`config.mk`:
```
export PLATFORM = sky130hd
export DESIGN_NAME = day_of_year_date_add_subtract_unit
export DESIGN_NICKNAME = d
export VERILOG_FILES = /design/src/hw/rtl/doy_pkg.sv /design/src/hw/rtl/doy_alu.sv /design/src/hw/rtl/doy_seq.sv /design/src/hw/rtl/day_of_year_date_add_subtract_unit.sv
export VERILOG_INCLUDE_DIRS = /design/src /design/src/hw/rtl
export SDC_FILE = /design/constraint.sdc
export NUM_CORES = 1
export LEC_CHECK = 0
export BUFFER_PORTS_ARGS = -buffer_cell sky130_fd_sc_hd__clkbuf_2
export CAP_MARGIN = 10
export CORE_UTILIZATION = 54
export DETAILED_ROUTE_END_ITERATION = 8
export GPL_TIMING_DRIVEN = 0
export PLACE_DENSITY = 0.89
export SLEW_MARGIN = 40
export SYNTH_ARGS = -nofsm -noshare
export SYNTH_HDL_FRONTEND = slang
export SYNTH_SLANG_ARGS = --single-unit
```
`constraint.sdc`:
```
create_clock -name clk -period 7.1 [get_ports clk]
set_clock_uncertainty 0.05 [all_clocks]
set_input_delay 0.355 -clock clk [delete_from_list [all_inputs] [get_ports clk]]
set_output_delay 0.355 -clock clk [all_outputs]
set_load 0.02 [all_outputs]
```
`src/hw/rtl/assert_macros.svh`:
```
// Assertion macros shared by the RTL files that carry checks.
// Both expect a clock named clk; the first also expects a reset named rst.
`ifndef ASSERT_MACROS_SVH
`define ASSERT_MACROS_SVH

// check that is off while reset is high
`define CHK_RST(lbl, prop, msg) \
  lbl: assert property (@(posedge clk) disable iff (rst) prop) else $error(msg);

// check that holds at every edge, reset included
`define CHK_ALL(lbl, prop, msg) \
  lbl: assert property (@(posedge clk) prop) else $error(msg);

`endif

```
`src/hw/rtl/doy_pkg.sv`:
```
// Shared constants, types and the year-length function for the date unit.
// No dependencies; used by doy_alu, doy_seq and the top level.
`timescale 1ns / 1ps

package doy_pkg;

  localparam int DELTA_W = 16;               // day count bits actually used
  localparam int ACC_W   = ((DELTA_W > 15) ? DELTA_W : 15) + 2;  // signed day accumulator
  localparam int YR_W    = 18;               // signed working year
  localparam int YEAR_W  = 14;
  localparam int DAY_W   = 9;
  localparam int DIN_W   = 16;               // day count field on the bus
  localparam int LEN_W   = 9;

  localparam int YEAR_MIN    = 1;
  localparam int YEAR_MAX    = 9999;
  localparam int DAYS_COMMON = 365;
  localparam int DAYS_LEAP   = 366;
  localparam int CYCLE_YRS   = 400;          // Gregorian cycle
  localparam int MOD_STEPS   = 6;            // 400 << 5 down to 400 << 0
  localparam int K_W         = 3;

  typedef struct packed {
    logic signed [ACC_W-1:0] a;
    logic signed [ACC_W-1:0] b;
    logic                    sub;
  } alu_req_t;

  typedef struct packed {
    logic signed [ACC_W-1:0] sum;
    logic                    neg;
    logic                    zero;
  } alu_res_t;

  typedef struct packed {
    logic [YEAR_W-1:0] year;
    logic [DAY_W-1:0]  day;
    logic              oor;
  } doy_res_t;

  // r is the year modulo 400, 0..399
  function automatic logic [LEN_W-1:0] year_len(input logic [YEAR_W-1:0] r);
    logic leap;
    leap = (r == '0) ||
           ((r[1:0] == 2'b00) && (r != YEAR_W'(100)) && (r != YEAR_W'(200)) &&
            (r != YEAR_W'(300)));
    return leap ? LEN_W'(DAYS_LEAP) : LEN_W'(DAYS_COMMON);
  endfunction

endpackage

```
`src/hw/rtl/doy_alu.sv`:
```
// Shared add/subtract unit with sign and zero flags.
// Depends on doy_pkg for the request and result structs.
`timescale 1ns / 1ps

module doy_alu (
  input  doy_pkg::alu_req_t req,
  output doy_pkg::alu_res_t res
);
  import doy_pkg::*;

  logic signed [ACC_W-1:0] b_op;

  always_comb begin
    b_op     = req.sub ? ~req.b : req.b;
    res.sum  = req.a + b_op + ACC_W'(req.sub);
    res.neg  = res.sum[ACC_W-1];
    res.zero = (res.sum == '0);
  end

endmodule

```
`src/hw/rtl/doy_seq.sv`:
```
// Sequencer: reduces the year modulo 400, then steps the year forward and
// backward one per cycle through the shared adder. Depends on doy_pkg, doy_alu.
`timescale 1ns / 1ps

module doy_seq (
  input  logic                      clk,
  input  logic                      rst,
  input  logic                      start,
  input  logic                      mode,
  input  logic [doy_pkg::YEAR_W-1:0] in_year,
  input  logic [doy_pkg::DAY_W-1:0]  in_day,
  input  logic [doy_pkg::DIN_W-1:0]  delta_days,
  input  logic                      take,
  output logic                      idle,
  output logic                      done,
  output doy_pkg::doy_res_t         res
);
  import doy_pkg::*;

  localparam logic [2:0] S_IDLE = 3'd0;
  localparam logic [2:0] S_MOD  = 3'd1;
  localparam logic [2:0] S_FWD  = 3'd2;
  localparam logic [2:0] S_BWD  = 3'd3;
  localparam logic [2:0] S_DONE = 3'd4;

  localparam logic signed [YR_W-1:0] YMAX_S = YR_W'(YEAR_MAX);
  localparam logic signed [YR_W-1:0] YMIN_S = YR_W'(YEAR_MIN);

  logic [2:0]              state;
  logic [K_W-1:0]          k;
  logic [YEAR_W-1:0]       rem;    // year mod 400 once reduced
  logic signed [YR_W-1:0]  year;
  logic signed [ACC_W-1:0] day;

  logic [DELTA_W-1:0] dlt;
  logic [YEAR_W-1:0]  rem_inc;
  logic [YEAR_W-1:0]  rem_dec;
  logic [LEN_W-1:0]   len_cur;
  logic [LEN_W-1:0]   len_prev;
  logic               day_le0;
  alu_req_t           req;
  alu_res_t           ares;

  doy_alu u_alu (
    .req (req),
    .res (ares)
  );

  always_comb begin
    dlt      = DELTA_W'(delta_days);
    rem_inc  = (rem == YEAR_W'(CYCLE_YRS - 1)) ? '0 : rem + YEAR_W'(1);
    rem_dec  = (rem == '0) ? YEAR_W'(CYCLE_YRS - 1) : rem - YEAR_W'(1);
    len_cur  = year_len(rem);
    len_prev = year_len(rem_dec);
    day_le0  = day[ACC_W-1] || (day == '0);
  end

  always_comb begin
    req.a   = day;
    req.b   = '0;
    req.sub = 1'b0;
    unique case (state)
      S_IDLE: begin
        req.a   = ACC_W'(in_day);
        req.b   = ACC_W'(dlt);
        req.sub = mode;
      end
      S_MOD: begin
        req.a   = ACC_W'(rem);
        req.b   = ACC_W'(CYCLE_YRS) << k;
        req.sub = 1'b1;
      end
      S_FWD: begin
        req.b   = ACC_W'(len_cur);
        req.sub = 1'b1;
      end
      S_BWD: begin
        req.b   = ACC_W'(len_prev);
      end
      default: begin
        req.b   = '0;
      end
    endcase
  end

  always_ff @(posedge clk) begin
    if (rst) begin
      state <= S_IDLE;
      k     <= '0;
    end else begin
      unique case (state)
        S_IDLE: begin
          if (start) begin
            day   <= ares.sum;
            rem   <= in_year;
            year  <= YR_W'(in_year);
            k     <= K_W'(MOD_STEPS - 1);
            state <= S_MOD;
          end
        end
        S_MOD: begin
          // restoring reduction: one multiple of 400 per cycle
          if (!ares.neg) rem <= ares.sum[YEAR_W-1:0];
          if (k == '0) state <= S_FWD;
          else k <= k - K_W'(1);
        end
        S_FWD: begin
          if (!ares.neg && !ares.zero) begin
            day  <= ares.sum;
            year <= year + YR_W'(1);
            rem  <= rem_inc;
          end else begin
            state <= S_BWD;
          end
        end
        S_BWD: begin
          if (day_le0) begin
            day  <= ares.sum;
            year <= year - YR_W'(1);
            rem  <= rem_dec;
          end else begin
            state <= S_DONE;
          end
        end
        S_DONE: begin
          if (take) state <= S_IDLE;
        end
        default: state <= S_IDLE;
      endcase
    end
  end

  assign idle = (state == S_IDLE);
  assign done = (state == S_DONE);

  // clamp at the range bounds
  always_comb begin
    if (year > YMAX_S) begin
      res.year = YEAR_W'(YEAR_MAX);
      res.day  = DAY_W'(DAYS_COMMON);
      res.oor  = 1'b1;
    end else if (year < YMIN_S) begin
      res.year = YEAR_W'(YEAR_MIN);
      res.day  = DAY_W'(1);
      res.oor  = 1'b1;
    end else begin
      res.year = year[YEAR_W-1:0];
      res.day  = day[DAY_W-1:0];
      res.oor  = 1'b0;
    end
  end

endmodule

```
`src/hw/rtl/day_of_year_date_add_subtract_unit.sv`:
```
// Top level of the day-of-year date add/subtract unit: stream ports and
// output register. Depends on doy_pkg, doy_seq and assert_macros.svh.
//
// Usage:
//   A request on s_* carries a date (year, day of year), a day count and a
//   mode bit (0 add, 1 subtract). One result leaves on m_* per request:
//   the new year and day, clamped to 1..9999 with out_of_range set when
//   the date left that span.
//   s_tready is high only while the sequencer is idle; one request is
//   worked at a time. The sequencer first reduces the start year modulo
//   400, then steps one year per cycle through the shared adder for each
//   year boundary crossed. A 16-bit count crosses at most about 180
//   years.
//   The result sits in an output register; the next request is taken
//   while it waits. If m_tready stays low, the following result waits in
//   the sequencer and s_tready stays low.
//   Reset (rst, synchronous) returns to idle and drops m_tvalid.
`timescale 1ns / 1ps
`include "assert_macros.svh"

module day_of_year_date_add_subtract_unit (
  input  logic        clk,
  input  logic        rst,
  input  logic        s_tvalid,
  output logic        s_tready,
  input  logic [39:0] s_tdata,   // mode[0], in_year[14:1], in_day[23:15], delta_days[39:24]
  output logic        m_tvalid,
  input  logic        m_tready,
  output logic [23:0] m_tdata    // out_year[13:0], out_day[22:14], out_of_range[23]
);
  import doy_pkg::*;

  logic     start;
  logic     take;
  logic     idle;
  logic     done;
  doy_res_t res;
  doy_res_t out_reg;

  assign s_tready = idle;
  assign start    = s_tvalid && idle;
  assign take     = done && (!m_tvalid || m_tready);

  doy_seq u_seq (
    .clk        (clk),
    .rst        (rst),
    .start      (start),
    .mode       (s_tdata[0]),
    .in_year    (s_tdata[14:1]),
    .in_day     (s_tdata[23:15]),
    .delta_days (s_tdata[39:24]),
    .take       (take),
    .idle       (idle),
    .done       (done),
    .res        (res)
  );

  always_ff @(posedge clk) begin
    if (rst) begin
      m_tvalid <= 1'b0;
    end else if (take) begin
      m_tvalid <= 1'b1;
    end else if (m_tready) begin
      m_tvalid <= 1'b0;
    end
  end

  always_ff @(posedge clk) begin
    if (take) out_reg <= res;
  end

  assign m_tdata = {out_reg.oor, out_reg.day, out_reg.year};

  `CHK_RST(a_busy_after_req, (s_tvalid && s_tready) |=> !s_tready, "ready after accept")
  `CHK_RST(a_take_valid, take |=> m_tvalid, "result lost")
  `CHK_RST(a_year_rng, m_tvalid |-> (m_tdata[13:0] >= 14'd1 && m_tdata[13:0] <= 14'd9999), "year range")
  `CHK_RST(a_day_rng, m_tvalid |-> (m_tdata[22:14] != 9'd0 && m_tdata[22:14] <= 9'd366), "day range")

endmodule
```
# [After elaboration in Yosys (flattened, before gate mapping)]
# Cells that the tools add are included.
[word_totals] out_inout_bits=26 regBits=81
[classes] addsub=7 n_mux=33 n_eq_ne=20 order_cmp=2 n_shift=1 reduce_logical=34 bitwise=2
[ops] operator="$mux W18" count=7
[ops] operator="$pmux W18 S3" count=2
[ops] operator="$mux W14" count=6
[ops] operator="$pmux W18 S4" count=1
[ops] operator="$pmux W14 S4" count=1
[ops] operator="$logic_not A18 Y1" count=2
[ops] operator="$pmux W18 S2" count=1
[ops] operator="$logic_not A14 Y1" count=2
[ops] operator="$ne A14 B7 Y1 const B" count=2
[ops] operator="$ne A14 B8 Y1 const B" count=2
[ops] operator="$ne A14 B9 Y1 const B" count=2
[ops] operator="$mux W24" count=1
[ops] operator="$mux W3" count=7
[ops] operator="$add A18 B1 Y18" count=1
[ops] operator="$add A18 B18 Y18" count=1
[ops] operator="$add A18 B2 Y18 const B" count=1
[ops] operator="$gt A18 B15 Y1 const B" count=1
[ops] operator="$lt A18 B2 Y1 const B" count=1
[ops] operator="$not A18 Y18" count=1
[ops] operator="$shl A9 B3 Y18 const A" count=1
[ops] operator="$sub A18 B2 Y18 const B" count=1
[ops] operator="$pmux W3 S5" count=1
[ops] operator="$add A14 B1 Y14 const B" count=1
[ops] operator="$eq A14 B9 Y1 const B" count=1
[ops] operator="24 further kinds" count=52

# [Logic depth before layout (Yosys ltp)]
[logic_depth] depth_word=18 ltp_mapped=25

# [Hierarchy]
# From an unflattened synthesis, not the netlist that was laid out.
[hier_totals] hier_cells=784 area_unflattened_um2=6894.1
[modules_own_cells] module="doy_seq" area_each_um2=4968.5 cells_per_inst=615 instances=1
[modules_own_cells] module="doy_alu" area_each_um2=1143.6 cells_per_inst=139 instances=1
[modules_own_cells] module="day_of_year_date_add_subtract_unit" area_each_um2=782.0 cells_per_inst=30 instances=1

# [Worst setup path after synthesis]
# Ideal clock, no wire load.
[synth_path] path_kind="reg2reg" start="register u_seq.rem[0]" end="register u_seq.day[0], enable pin" path_buffers=2 path_stages_with_launch=25 arrival_ps=6753 setup_slack_ps=-154 cell_sequence="edfxtp_1 -> clkbuf_1 -> inv_1 -> ha_1 -> or3b_1 -> buf_2 -> o31ai_1 -> a31oi_1 -> nor4b_4 -> o211ai_2 -> mux2_4 -> inv_1 -> fa_1 -> nor2b_1 -> o31a_1 -> o21ai_0 -> a21oi_1 -> and4_1 -> a2111oi_0 -> a21oi_1 -> a21o_1 -> a21oi_1 -> xnor2_1 -> o41ai_2 -> a31oi_1"
[synth_rtl] item="start: declaration" line="doy_seq.sv:31" text="logic [YEAR_W-1:0] rem;"
[synth_rtl] item="start signal: assignment" line="doy_seq.sv:95" text="rem <= in_year;"
[synth_rtl] item="start signal: assignment" line="doy_seq.sv:103" text="if (!ares.neg) rem <= ares.sum[YEAR_W-1:0];"
[synth_rtl] item="start signal: assignment" line="doy_seq.sv:111" text="rem <= rem_inc;"
[synth_rtl] item="end signal: assignment" line="doy_seq.sv:94" text="day <= ares.sum;"
[synth_rtl] item="end signal: assignment" line="doy_seq.sv:109" text="day <= ares.sum;"
[synth_rtl] item="end signal: assignment" line="doy_seq.sv:118" text="day <= ares.sum;"
[synth_rtl] item="end: declaration" line="doy_seq.sv:33" text="logic signed [ACC_W-1:0] day;"

==> results.cfg <==
[synthesis]
synth_area_um2 = 6410
yosysUniqueCellTypes = 74
ys_seq_area_share_pct = 36.85
synth_seq_cells = 81
netlist_instances = 739
yosysMostFrequentCell = nand2_1
synthFlopType = edfxtp_1
synth.top_cell.area_share_pct = 34.67
async_reset_ff_share_pct = 0
synth-warning-count = 0
yosysTopAreaCell = edfxtp_1
avgSynthCellArea_um2 = 8.674
ys_top_cells_by_count = nand2_1, edfxtp_1, nor2_1, o21ai_0, a21oi_1
synth.area.top_cells = edfxtp_1, xnor2_1, ha_1
synth_edf_count = 74
synth_nets = 811

[cells_and_area]
area_growth_pct = 15.71
nNetsFinal = 905
drive_gt1_share_pct = 15.05
diodes = 0

[floorplanning]
ios = 70
die_x_um = 111.0
placementRows = 39
fp.dieH_um = 111.0
initial_core_util_pct = 55.66
fp.coreArea_um2 = 11520
design.die.area_um2 = 12310

[setup_path]
crit_top_cell = inv_1
max_stage_delay_ns = 0.52
required_ns = 7.16
worstPathArrival_ns = 6.75
r2r_start = u_seq.rem[1]
r2r-end = u_seq.year[3]
end_kind = flip-flop
crit_slowest_cell = or4_1
rr_worst_depth = 26
startpoint_type = flip-flop
critPathMaxFanout = 9
path_delay_family = simple AND/OR/NAND/NOR gates
worstSetupPathType = flip-flop to flip-flop
rrSetupSlack_ns = 0.40
path_buf_inv = 6

[place]
dpl.hpwl_um = 14780
port_buffers = 68
finalWeightedCongestion = 0.9986

[grt]
grt-busiest-layer = met2
gr-total-overflow = 0
grt_max_degree = 15
met3_usage_pct = 4.593
use_met1_pct = 39.60
grt_pass1_vias = 5891
antenna_found_initial = 0
grt_pass1_wl_um = 29990
met2_usage_pct = 54.17
groute.usage.overall_pct = 31.62

[clocking]
clkLatencyLatePin_ns = 0.35
tritoncts = yes
clkTransAtPathRegs_ns = 0.06
cts_root_buf = clkbuf_16
h-tree-depth = 3
cts_buffers = 9
cts_buffer_depth = 2
clkSinkCount = 81

[routing]
wl_um = 19310
vias_per_cell = 6.403
ant_nets = 0
vias = 6275
post-route-drc-count = 10
wl_per_cell_um = 19.71
dr.pass1.iters = 7
drt_iter0_markers = 700

[pwr]
power.density_nw_per_um2 = 414.8
p_leak_nw = 2.841
vdd_drop_max_mv = 0.2372
power_mw = 3.076

[min_path]
hold_depth = 2
holdPathEnd = u_seq.state[2]
min_from = rst
hold_path.class = primary input to flip-flop

[sta]
setup_viol = 0
slew_viol_final = 0
clock.fmax_mhz = 149.3
rsz0062_at_grt = no
hold_violations = 0
maxSlewHeadroom_pct = 48.39
finalSetupTns_ns = 0
tightest_slew_ns = 0.7661
min_period_ns = 6.699
fin_crit_sh_pct = 94.36

[run_status]
status = finished, violations left
violations = design-rule violations

[job]
max_cap_violations = 0
==> flip-flops by register name (all words and copies together), names as in the netlist <==
register / count
m_tdata: 24
u_seq.day: 18
u_seq.year: 18
u_seq.rem: 14
u_seq.k: 3
u_seq.state: 3
m_tvalid: 1
==> repair_timing <==
item                       4_1_cts  5_1_grt
buffers inserted                 1        9
setup endpoints to repair       50       51
hold buffers                     0        0
pin swaps                        1        4
resized for setup                3        6
==> cells in the final DEF, fill, tap and decap left out, types with 14 or more instances in the layout <==
master and instances:
and3_1 18, xnor2_1 39, xor2_1 23, mux2i_1 14, a31oi_1 14, nor2_1 55
nand3_1 24, clkbuf_1 39, ha_1 26, clkbuf_2 68, a21oi_1 49, o21ai_0 54
nor3_1 21, edfxtp_1 74, nand2_1 81, inv_1 28
==> logic make-up (layout without fill, tap and decap cells) <==
kind of cell | Yosys count | count (layout) | share of synthesized area [%]
buffers and inverters | 77 | 175 | 4.665
AND/OR/NAND/NOR | 275 | 275 | 21.65
AO/OA/AOI/OAI | 200 | 200 | 20.18
flip-flops | 81 | 81 | 36.85
adder cells (fa/ha/maj) | 28 | 28 | 5.583
XOR/XNOR | 62 | 62 | 8.472
multiplexers | 16 | 16 | 2.596
==> stage by stage <==
step	setup slack [ns]	util, %	area (um^2)	hold WS, ns	cells
5_1_grt	0.01711	64.41	7417	0.2334	980
3_3_place_gp	-0.9073	60.22	6935	0.5053	950
3_5_place_dp	-0.3663	60.91	7014	0.4998	956
2_1_floorplan	0.5766	-	6416	0.3741	739
4_1_cts	0.07326	63.44	7306	0.2287	971
6_report	0.4007	64.41	7417	0.2279	980
==> how the worst max path moves through the flow <==
stage / from / to / slack, ns / cells after the start
detailed placement: u_seq.rem[0] / u_seq.day[17] / -0.37 / 26
CTS: u_seq.rem[0] / u_seq.day[3] / 0.07 / 25
global placement: u_seq.rem[0] / u_seq.year[16] / -0.91 / 24
floorplan: u_seq.rem[0] / u_seq.day[0] / 0.58 / 24
global route: u_seq.rem[1] / u_seq.year[3] / 0.02 / 26
finish: u_seq.rem[1] / u_seq.year[3] / 0.40 / 26
==> per-layer routing <==
metal	share of wire [%]	routed length, um
met5	0	0
met4	3.7	724
met3	10	2022
met2	47	9058
met1	39	7506
==> area by class of cell <==
cell class	count	area [um^2]
Sequential cell	81	2362
Clock inverter	6	42.54
Fill cell	965	4099
Inverter	29	108.9
Timing Repair Buffer	84	480.5
Multi-Input combinational cell	581	3832
Clock buffer	9	225.2
Tap cell	143	178.9
Buffer	47	186.4
==> report_power, final <==
group | internal (mW) | switching (mW)
Combinational | 0.650 | 1.15
Sequential | 0.731 | 0.104
Clock | 0.236 | 0.201
Total | 1.62 | 1.46
Power figures use the tool's default switching activity.
